===== src/design/cemt_pkg.sv =====
`timescale 1ns / 1ps

package cemt_pkg;

	// Table geometry and report limit
	localparam int TABLE_ENTRIES_DEF = 16;
	localparam int MAX_RESULTS       = 16;
	localparam int CNT_W             = $clog2(MAX_RESULTS + 1);

	// Wall-clock limits
	localparam int MINUTE_MAX  = 59;
	localparam int HOUR_MAX    = 23;
	localparam int DAY_MAX     = 31;
	localparam int MONTH_MAX   = 12;
	localparam int WEEKDAY_MAX = 6;

	// Command codes
	localparam logic [1:0] OP_ADD      = 2'd0;
	localparam logic [1:0] OP_ADD_ONCE = 2'd1;
	localparam logic [1:0] OP_REMOVE   = 2'd2;
	localparam logic [1:0] OP_TICK     = 2'd3;

	// Status codes
	localparam logic [1:0] STAT_OK       = 2'd0;
	localparam logic [1:0] STAT_DUP      = 2'd1;
	localparam logic [1:0] STAT_FULL     = 2'd2;
	localparam logic [1:0] STAT_NOTFOUND = 2'd3;

	typedef struct packed {
		logic [1:0]  opcode;
		logic [59:0] minute_mask;
		logic [23:0] hour_mask;
		logic [30:0] day_mask;
		logic [11:0] month_mask;
		logic [6:0]  weekday_mask;
		logic [31:0] event_id;
		logic [5:0]  now_minute;
		logic [4:0]  now_hour;
		logic [4:0]  now_day;
		logic [3:0]  now_month;
		logic [2:0]  now_weekday;
	} req_t;

	typedef struct packed {
		logic [1:0]  status;
		logic        fired;
		logic [31:0] fired_id;
		logic        last;
	} rsp_t;

	// One stored table entry
	typedef struct packed {
		logic        one_shot;
		logic [31:0] id;
		logic [59:0] minute_mask;
		logic [23:0] hour_mask;
		logic [30:0] day_mask;
		logic [11:0] month_mask;
		logic [6:0]  weekday_mask;
	} entry_t;

	typedef enum logic [1:0] {
		S_IDLE,
		S_SCAN,
		S_FIN
	} state_t;

endpackage


===== src/design/cron_event_match_table.sv =====
`timescale 1ns / 1ps
// Each transaction (add, remove or tick) walks the whole entry memory, one slot per cycle
// while no waiting firing holds the scan, through a single registered read port; a tick scan
// ends early at MAX_RESULTS firings. A new transaction is taken once the final result is registered.
// Each firing of a tick is held until the next one is found or the scan ends, so the final
// result carries last; at most MAX_RESULTS per tick.
// Asynchronous active-low reset clears all valid bits and the sequencer; entry memory
// contents are not reset.
module cron_event_match_table #(
	parameter int TABLE_ENTRIES = cemt_pkg::TABLE_ENTRIES_DEF
) (
	input  logic            clk,
	input  logic            arst_n,
	input  logic            req_valid,
	output logic            req_stall,
	input  cemt_pkg::req_t  req,
	output logic            rsp_valid,
	input  logic            rsp_stall,
	output cemt_pkg::rsp_t  rsp
);
	import cemt_pkg::*;

	localparam int IDX_W = (TABLE_ENTRIES > 1) ? $clog2(TABLE_ENTRIES) : 1;
	localparam int CTR_W = $clog2(TABLE_ENTRIES + 1);

	state_t state_q, state_d;

	req_t                 cmd_q;
	logic [CTR_W-1:0]     idx_q;
	logic [TABLE_ENTRIES-1:0] valid_q;
	entry_t               mem_q [TABLE_ENTRIES];
	entry_t               rd_s1;
	logic                 chk_v_s1;
	logic [IDX_W-1:0]     slot_s1;
	logic                 pend_v_q;
	logic [31:0]          pend_id_q;
	logic [CNT_W-1:0]     count_q;
	logic                 found_q;
	logic                 free_v_q;
	logic [IDX_W-1:0]     free_slot_q;
	logic                 out_valid_q;
	rsp_t                 out_q;

	// Sequencer controls
	logic             accept;
	logic             out_busy;
	logic             is_tick;
	logic             is_add;
	logic             is_remove;
	logic             time_ok;
	logic             slot_valid;
	logic             id_hit;
	logic             free_hit;
	logic             fire;
	logic             cap_hit;
	logic             adv;
	logic             issue;
	logic             emit;
	rsp_t             emit_data;
	logic             clr_en;
	logic             set_en;
	logic             scan_step;
	logic [5:0]       min_pos;
	logic [4:0]       day_pos;
	logic [3:0]       mon_pos;
	logic             mask_ok;

	assign accept    = req_valid && !req_stall;
	assign req_stall = (state_q != S_IDLE);
	assign out_busy  = out_valid_q && rsp_stall;

	assign is_tick   = (cmd_q.opcode == OP_TICK);
	assign is_remove = (cmd_q.opcode == OP_REMOVE);
	assign is_add    = (cmd_q.opcode == OP_ADD) || (cmd_q.opcode == OP_ADD_ONCE);

	// Qualify the wall-clock fields of the tick
	assign time_ok = (cmd_q.now_minute <= 6'(MINUTE_MAX)) && (cmd_q.now_hour <= 5'(HOUR_MAX))
		&& (cmd_q.now_day >= 5'd1) && (cmd_q.now_day <= 5'(DAY_MAX))
		&& (cmd_q.now_month >= 4'd1) && (cmd_q.now_month <= 4'(MONTH_MAX))
		&& (cmd_q.now_weekday <= 3'(WEEKDAY_MAX));

	// Test the entry under check against the tick
	assign min_pos = cmd_q.now_minute;
	assign day_pos = cmd_q.now_day - 5'd1;
	assign mon_pos = cmd_q.now_month - 4'd1;
	assign mask_ok = (|(rd_s1.minute_mask & (60'd1 << min_pos)))
		&& (|(rd_s1.hour_mask & (24'd1 << cmd_q.now_hour)))
		&& (|(rd_s1.day_mask & (31'd1 << day_pos)))
		&& (|(rd_s1.month_mask & (12'd1 << mon_pos)))
		&& (|(rd_s1.weekday_mask & (7'd1 << cmd_q.now_weekday)));

	assign slot_valid = valid_q[slot_s1];
	assign id_hit     = chk_v_s1 && slot_valid && (rd_s1.id == cmd_q.event_id);
	assign free_hit   = chk_v_s1 && !slot_valid;
	assign fire       = is_tick && chk_v_s1 && slot_valid && time_ok && mask_ok;
	assign cap_hit    = fire && (count_q == CNT_W'(MAX_RESULTS - 1));

	// Next state, result issue and table updates
	always_comb begin
		state_d   = state_q;
		adv       = 1'b0;
		issue     = 1'b0;
		emit      = 1'b0;
		emit_data = '0;
		clr_en    = 1'b0;
		set_en    = 1'b0;
		scan_step = 1'b0;
		unique case (state_q)
			S_IDLE: begin
				if (accept) begin
					state_d = S_SCAN;
				end
			end
			S_SCAN: begin
				// hold the scan while an earlier firing waits for the output register
				adv = !(fire && pend_v_q && out_busy);
				if (adv) begin
					scan_step = 1'b1;
					issue     = (idx_q != CTR_W'(TABLE_ENTRIES)) && !cap_hit;
					if (fire && pend_v_q) begin
						emit      = 1'b1;
						emit_data = '{status: STAT_OK, fired: 1'b1, fired_id: pend_id_q,
							last: 1'b0};
					end
					if (fire) begin
						clr_en = rd_s1.one_shot;
					end
					if (is_remove && id_hit && !found_q) begin
						clr_en = 1'b1;
					end
					if (cap_hit || (idx_q == CTR_W'(TABLE_ENTRIES) && !chk_v_s1)) begin
						state_d = S_FIN;
					end
				end
			end
			S_FIN: begin
				if (!out_busy) begin
					emit    = 1'b1;
					state_d = S_IDLE;
					if (is_tick) begin
						if (pend_v_q) begin
							emit_data = '{status: STAT_OK, fired: 1'b1, fired_id: pend_id_q,
								last: 1'b1};
						end else begin
							emit_data = '{status: STAT_OK, fired: 1'b0, fired_id: 32'd0,
								last: 1'b1};
						end
					end else if (is_remove) begin
						emit_data = '{status: found_q ? STAT_OK : STAT_NOTFOUND, fired: 1'b0,
							fired_id: 32'd0, last: 1'b1};
					end else if (found_q) begin
						emit_data = '{status: STAT_DUP, fired: 1'b0, fired_id: 32'd0,
							last: 1'b1};
					end else if (free_v_q) begin
						set_en    = 1'b1;
						emit_data = '{status: STAT_OK, fired: 1'b0, fired_id: 32'd0,
							last: 1'b1};
					end else begin
						emit_data = '{status: STAT_FULL, fired: 1'b0, fired_id: 32'd0,
							last: 1'b1};
					end
				end
			end
			default: begin
				state_d = S_IDLE;
			end
		endcase
	end

	// Advance the state register
	always_ff @(posedge clk or negedge arst_n) begin
		if (!arst_n) begin
			state_q <= S_IDLE;
		end else begin
			state_q <= state_d;
		end
	end

	// Latch the command of an accepted transaction
	always_ff @(posedge clk) begin
		if (accept) begin
			cmd_q <= req;
		end
	end

	// Scan counter, read stage and per-scan bookkeeping
	always_ff @(posedge clk or negedge arst_n) begin
		if (!arst_n) begin
			idx_q       <= '0;
			chk_v_s1    <= 1'b0;
			slot_s1     <= '0;
			pend_v_q    <= 1'b0;
			pend_id_q   <= '0;
			count_q     <= '0;
			found_q     <= 1'b0;
			free_v_q    <= 1'b0;
			free_slot_q <= '0;
		end else if (accept) begin
			idx_q    <= '0;
			chk_v_s1 <= 1'b0;
			pend_v_q <= 1'b0;
			count_q  <= '0;
			found_q  <= 1'b0;
			free_v_q <= 1'b0;
		end else if (scan_step) begin
			chk_v_s1 <= issue;
			if (issue) begin
				slot_s1 <= idx_q[IDX_W-1:0];
				idx_q   <= idx_q + CTR_W'(1);
			end
			if (fire) begin
				pend_v_q  <= 1'b1;
				pend_id_q <= rd_s1.id;
				count_q   <= count_q + CNT_W'(1);
			end
			if ((is_add || is_remove) && id_hit) begin
				found_q <= 1'b1;
			end
			if (is_add && free_hit && !free_v_q) begin
				free_v_q    <= 1'b1;
				free_slot_q <= slot_s1;
			end
		end
	end

	// Entry memory: one registered read per scan cycle, one write on a successful add
	always_ff @(posedge clk) begin
		if (issue) begin
			rd_s1 <= mem_q[idx_q[IDX_W-1:0]];
		end
		if (set_en) begin
			mem_q[free_slot_q] <= '{one_shot: (cmd_q.opcode == OP_ADD_ONCE),
				id: cmd_q.event_id, minute_mask: cmd_q.minute_mask,
				hour_mask: cmd_q.hour_mask, day_mask: cmd_q.day_mask,
				month_mask: cmd_q.month_mask, weekday_mask: cmd_q.weekday_mask};
		end
	end

	// Valid bits: drop on remove or one-shot firing, set on add
	always_ff @(posedge clk or negedge arst_n) begin
		if (!arst_n) begin
			valid_q <= '0;
		end else if (clr_en) begin
			valid_q[slot_s1] <= 1'b0;
		end else if (set_en) begin
			valid_q[free_slot_q] <= 1'b1;
		end
	end

	// Output register
	always_ff @(posedge clk or negedge arst_n) begin
		if (!arst_n) begin
			out_valid_q <= 1'b0;
		end else if (emit) begin
			out_valid_q <= 1'b1;
		end else if (!rsp_stall) begin
			out_valid_q <= 1'b0;
		end
	end

	always_ff @(posedge clk) begin
		if (emit) begin
			out_q <= emit_data;
		end
	end

	assign rsp_valid = out_valid_q;
	assign rsp       = out_q;

endmodule


===== config.mk =====
export PLATFORM = sky130hd
export DESIGN_NAME = cron_event_match_table
export DESIGN_NICKNAME = d
export VERILOG_FILES = /design/src/design/cemt_pkg.sv /design/src/design/cron_event_match_table.sv
export SDC_FILE = /design/constraint.sdc
export NUM_CORES = 2
export LEC_CHECK = 0
export ABC_AREA = 0
export BUFFER_PORTS_ARGS = -buffer_cell sky130_fd_sc_hd__buf_4
export CORE_MARGIN = 5
export CORE_UTILIZATION = 50
export CTS_BUF_LIST = sky130_fd_sc_hd__clkbuf_8
export DETAILED_ROUTE_END_ITERATION = 8
export PLACE_DENSITY = 0.7
export SYNTH_ARGS = -nofsm -noshare
export SYNTH_HDL_FRONTEND = slang
export SYNTH_SLANG_ARGS = --single-unit
export TNS_END_PERCENT = 1

===== constraint.sdc =====
create_clock -name clk -period 16.3 [get_ports clk]
set_clock_uncertainty 0.15 [all_clocks]
set_input_delay 0 -clock clk [delete_from_list [all_inputs] [get_ports clk]]
set_output_delay 0 -clock clk [all_outputs]
set_load 0.005 [all_outputs]

# Word-level counts from Yosys, hierarchy flattened
# Memories as Yosys holds them, arrays and structs flattened. A register that Yosys moved wholly into a read port is not among the register bits.
# Cells that the tools add are included.
[classes]
eq_ne = 14
mux = 62
n_shift = 5
reduce_logical = 62
addsub = 4
n_bitwise = 9
n_lt_le_gt_ge = 11
[ops]
columns = ["operator", "n"]
rows = [
  ["2-to-1 mux 36 bit", 5],
  ["2-to-1 mux 34 bit", 3],
  ["case mux 36 bit (2 select lines)", 1],
  ["bitwise AND 60 bit", 1],
  ["OR reduction 60 bit", 1],
  ["left shift 1 x 6 -> 60 bit (first input constant)", 1],
  ["2-to-1 mux 1 bit", 35],
  ["equality test 32 bit", 1],
  ["2-to-1 mux 16 bit", 2],
  ["bitwise AND 31 bit", 1],
  ["logical AND 1 bit", 31],
  ["OR reduction 31 bit", 1],
  ["left shift 1 x 5 -> 31 bit (first input constant)", 1],
  ["2-to-1 mux 5 bit", 6],
  ["bitwise AND 24 bit", 1],
  ["OR reduction 24 bit", 1],
  ["left shift 1 x 5 -> 24 bit (first input constant)", 1],
  ["bitwise AND 16 bit", 1],
  ["NOT 16 bit", 1],
  ["OR 16 bit", 1],
  ["nonzero test 2 bit", 7],
  ["bitwise AND 12 bit", 1],
  [">= comparator 4 x 1 -> 1 bit (second input constant)", 3],
  ["OR reduction 12 bit", 1],
  ["other kinds (32)", 59],
]
[word_totals]
n_memories = 1
mem_bits_rw = 2672
word_cells = 196
regBits = 300
[mem_list]
columns = ["memory", "depth", "word_bits", "rd", "rd_ports_with_merged_regs", "wr", "line", "source"]
rows = [
  ["mem_q", 16, 167, 1, 1, 1, "cron_event_match_table.sv:31", "entry_t mem_q [TABLE_ENTRIES];"],
]

# Longest topological paths before layout
[depth]
word_depth = 17
depth_mapped = 12
mapped_depth_nobuf = 8

# Worst setup path before layout
# No wires, ideal clock.
[synth_timing]
path_kind = "flip-flop to flip-flop"
startpoint = "reg state_q[0]"
endpoint = "mem mem_q[0][0] (netlist bit), enable pin"
arrival_ns = 12.576
synth_period_minus_slack_ns = 13.628
path_stages_with_launch = 6
slack_ns = 2.672
setup_time_ns = 0.903
cell_sequence = "dfrtp_1 -> inv_1 -> ha_1 -> nand4b_1 -> or3_1 -> nor3_1"
[synth_between]
elab_chain_cells = 4
[synth_rtl]
columns = ["item", "line", "source"]
rows = [
  ["from (decl)", "cron_event_match_table.sv:26", "state_t state_q, state_d;"],
  ["from (signal assigned)", "cron_event_match_table.sv:175", "state_q <= state_d;"],
  ["equality test 2 bit", "cron_event_match_table.sv:108", "unique case (state_q)"],
  ["2-to-1 mux 1 bit", "cron_event_match_table.sv:108", ""],
  ["2-to-1 mux 1 bit", "cron_event_match_table.sv:231", "if (set_en) begin"],
  ["2-to-1 mux 1 bit (implied by the code)", "cron_event_match_table.sv:232", "mem_q[free_slot_q] <= '{one_shot: (cmd_q.opcode == OP_ADD_ONCE),"],
  ["to (decl)", "cron_event_match_table.sv:31", ""],
]
# Every way passes these cells.

# Final worst setup path
[layout_timing]
startpoint = "reg cmd_q (netlist bit min_pos[1])"
endpoint = "reg, netlist name rd_s1[80]"
[layout_between]
elab_chain_cells = 14
elab_cells_between_ends = 23
[layout_rtl]
columns = ["item", "line", "source"]
rows = [
  ["from (decl)", "cron_event_match_table.sv:28", "req_t cmd_q;"],
  ["from (signal assigned)", "cron_event_match_table.sv:182", "cmd_q <= req;"],
  ["less-or-equal comparator 6 bit", "cron_event_match_table.sv:77", "assign time_ok = (cmd_q.now_minute <= 6'(MINUTE_MAX)) && (cmd_q.now_hour <= 5'(HOUR_MAX))"],
  ["logical AND 1 bit", "cron_event_match_table.sv:77", ""],
  ["logical AND 1 bit (2 in series)", "cron_event_match_table.sv:78", "&& (cmd_q.now_day >= 5'd1) && (cmd_q.now_day <= 5'(DAY_MAX))"],
  ["logical AND 1 bit (2 in series)", "cron_event_match_table.sv:79", "&& (cmd_q.now_month >= 4'd1) && (cmd_q.now_month <= 4'(MONTH_MAX))"],
  ["logical AND 1 bit", "cron_event_match_table.sv:80", "&& (cmd_q.now_weekday <= 3'(WEEKDAY_MAX));"],
  ["logical AND 1 bit", "cron_event_match_table.sv:95", "assign fire = is_tick && chk_v_s1 && slot_valid && time_ok && mask_ok;"],
  ["logical AND 1 bit (*)", "cron_event_match_table.sv:95", ""],
  ["logical AND 1 bit", "cron_event_match_table.sv:96", "assign cap_hit = fire && (count_q == CNT_W'(MAX_RESULTS - 1));"],
  ["logical NOT 1 bit", "cron_event_match_table.sv:119", "issue = (idx_q != CTR_W'(TABLE_ENTRIES)) && !cap_hit;"],
  ["logical AND 1 bit", "cron_event_match_table.sv:119", ""],
  ["2-to-1 mux 1 bit (*)", "cron_event_match_table.sv:117", "if (adv) begin"],
  ["2-to-1 mux 1 bit (*)", "cron_event_match_table.sv:108", ""],
  ["net issue", "cron_event_match_table.sv:57", "logic issue;"],
]
# Mark *: on every way through the listed nets, which the timed path passes. The rest lies on a longest branch.
# A chain may end at the register's enable or synchronous reset.

==> qor.yml <==
run_status:
  status: "complete, no violations"
timing:
  hold_viol: 0
  finalCriticalPeriod_ps: 5380
  final_max_slew_viol_count: 0
  clock.fmax_ghz: 0.186
  worstMarginPinSlew_ps: 1180
  tns_ps: 0
  rsz0062_at_grt: "false"
  layout_worst_path_cycle_share_pct: 33.0
  setup_violations: 0
  slew_headroom_pct: 21.1
setup_path:
  critPathArrivalTime_ps: 5930
  cp_max_fo: 67
  start_kind: "flop"
  critPathKind: "flop to flop"
  worstSetupStartpoint: "min_pos[1]"
  crit_path_end_kind: "flop"
  r2r_start: "min_pos[1]"
  cp.required_ps: 16850
synth:
  yosysTopAreaCell: "edfxtp_1"
  synth_seq_area_share_pct: 79.9
  syn-num-nets: 4897
  synth.area.top_cells: "edfxtp_1 (78%), mux4_2 (16%), dfrtp_1 (1.6%), clkbuf_1 (0.47%), mux2_4 (0.38%)"
  synth.ff_latch_count: 3139
  synth_cells: 4694
  yosysWarnings: 0
  synth_edf_count: 3066
  yosys_most_used_dff: "edfxtp_1"
  avgSynthCellArea_um2: 25.0
  yosys.area.top_type_share_pct: 78.4
  netlist_area_mm2: 0.117
  yosys.cell_types.count: 70
  ys_async_sr_fraction_pct: 2.33
pwr:
  p_leak_nw: 43.8
  p_comb_share_pct: 17.8
  p_per_area_mw_per_mm2: 144
  clock_power_share_pct: 30.9
  swShare_pct: 25.8
  ir_worst_vdd_v: 0.000169
  internal_power_mw: 14.6
  switching_power_mw: 5.09
  p_seq_share_pct: 51.3
grt:
  grt_remaining_overflow: 0
  grt_max_degree: 150
  grt_first_pass_wirelength_mm: 390
  grt_pass1_vias: 57300
  globalRouteTotalUtil_pct: 21.8
  antenna_found_initial: 12
floorplanning:
  fp.dieH_um: 495
  start_util_pct: 50.1
  core.rowCount: 178
  io-pin-count: 233
  core_mm2: 0.235
  dieArea_mm2: 0.245
  die_w_um: 495
cts:
  clkSinkCount: 3139
  cts-root-buf: "clkbuf_8"
  cts_buffer_depth: 4
  clkLatencyLatePin_ps: 1120
  cts_tree: "done"
  cts_htree_levels: 5
  cts_resized: 0
  post-cts-setup-buffers: 0
  clkTransAtPathRegs_ps: 70
  cts_made_buffers: 479
  cts_hold_buf: 498
detailed_routing:
  dr.pass1.iters: 6
  wire_per_inst_um: 28.6
  drc: 0
  drt-vias-per-instance: 5.94
  drt_iter0_markers: 6079
  num_vias: 55300
  routed_wl_mm: 266
  ant_nets: 0
hold_path:
  min_from: "req[63]"
  hp-class: "primary input to flop"
placement:
  portBuffers: 232
  place_hpwl_mm: 126
  gp_congestion: 0.786
  placedCellCount: 7941
final_layout:
  num-nets-final: 5973
  layoutNonFillerInstCount: 9299
  layout-drive-gt1-share_pct: 30.0
  fin_util_pct: 58.5
  areaGrowthSynthToFinish_pct: 16.8
run:
  drv_cap: 0
==> state kept, by name (all words and copies together), names as in the netlist <==
| name | flops |
|---|---|
| chk_v_s1 | 1 |
| state_q | 2 |
| found_q | 1 |
| idx_q | 5 |
| rd_s1 | 167 |
| cmd_q | 185 |
| rsp_valid | 1 |
| rsp | 36 |
| slot_s1 | 4 |
| valid_q | 16 |
| min_pos | 6 |
| pend_id_q | 32 |
| pend_v_q | 1 |
| free_v_q | 1 |
| mem_q | 2672 |
| count_q | 5 |
| free_slot_q | 4 |
==> critical path, stage by stage, from the launching register on <==
cell and delay, ps:
edfxtp_1 1000, nand4bb_1 220, o21ai_0 80, a211oi_1 220
o221ai_1 200, a221oi_1 740, buf_4 290, o31ai_4 140
nor2_4 150, buf_4 800, buf_4 880
==> metrics by stage <==
step / instance area (um2) / hold WS (ps) / worst slack (ps) / power [mW]
after global routing: 137000 / 15.3 / 10510 / 20.6
after CTS: 137000 / 2.33 / 10860 / 19.9
after global placement: 123000 / -291 / 11000 / 13.7
after floorplan: 117000 / -446 / 2670 / 12.7
final: 137000 / 86.2 / 10920 / 19.7
after detailed placement: 123000 / -283 / 10900 / 13.8
==> area by class of cell <==
type,instances,area [um2]
Clock buffer,492,6770
Clock inverter,356,2110
Fill cell,16300,97300
Antenna cell,12,30.0
Tap cell,3150,3940
Inverter,16,67.6
Multi-Input combinational cell,1315,22700
Timing Repair Buffer,819,7630
Sequential cell,3139,93900
==> synthesized netlist by cell type, drive strengths merged, types with 3 or more instances <==
cell	instances
nand4	7
nor3b	8
nor2b	6
dfrtp	73
a2111oi	3
edfxtp	3066
nor3	20
inv	16
a211oi	4
o211ai	3
o31ai	6
a22oi	4
a31oi	12
and2	36
nand4b	4
ha	8
or4	3
or3b	3
and4b	4
nand2	26
a31o	3
o22ai	4
nor2	55
nand3b	9
nand3	17
mux2	47
mux4	851
o21ai	16
nor4	18
or3	6
clkbuf	148
a221o	3
and3	3
mux2i	19
a21oi	30
xor2	33
buf	76
nand2b	17
==> per-layer routing <==
metal	global-route usage (%)	wire, um	vias to the layer above
li1	-	-	22500
met1	32.1	108000	29700
met2	34.6	130000	2606
met3	4.03	22800	423
met4	5.11	5020	2
met5	0	11	-
==> kinds of logic (layout without fill, tap and decap cells) <==
logic type	after synthesis	count (layout)	share of synthesized area, %
DFF	3139	3139	79.9
muxes	917	917	17.0
and+or+nand+nor	249	249	1.22
buffers and inverters	240	1683	0.849
AOI/OAI and AO/OA	108	108	0.639
xor gates and xnor gates	33	33	0.246
adders and majority gates	8	8	0.0852
other	0	12	0
==> cells in the final DEF (no fill, tap or decap), types with 40 or more instances in the layout <==
| master | n |
|---|---|
| inv_1 | 160 |
| mux4_2 | 850 |
| nor2_1 | 40 |
| buf_4 | 302 |
| dlygate4sd3_1 | 498 |
| clkinv_1 | 115 |
| clkbuf_8 | 492 |
| clkinv_2 | 62 |
| dfrtp_1 | 69 |
| edfxtp_1 | 3066 |
==> power groups by stage <==
stage / Sequential (mW) / Clock (mW) / Combinational, mW
2_1_floorplan: 10.0 / 0 / 2.66
3_3_place_gp: 10.2 / 0 / 3.46
3_5_place_dp: 10.3 / 0 / 3.48
4_1_cts: 10.1 / 6.22 / 3.58
5_1_grt: 10.2 / 6.62 / 3.75
6_report: 10.1 / 6.10 / 3.50
==> path summary, 6_finish.rpt <==
path / end / slack (ps) / depth (start not counted)
worst max-delay path: rd_s1[80] / 10920 / 10
worst min-delay path: cmd_q[63] / 90 / 3
worst max register to register: rd_s1[80] / 10920 / 10
worst min register to register: pend_id_q[24] / 350 / 1
max in group asynchronous: idx_q[0] / 14060 / 5
min in group asynchronous: pend_id_q[12] / 430 / 4
Note: power is estimated with default switching activity, not from simulation.
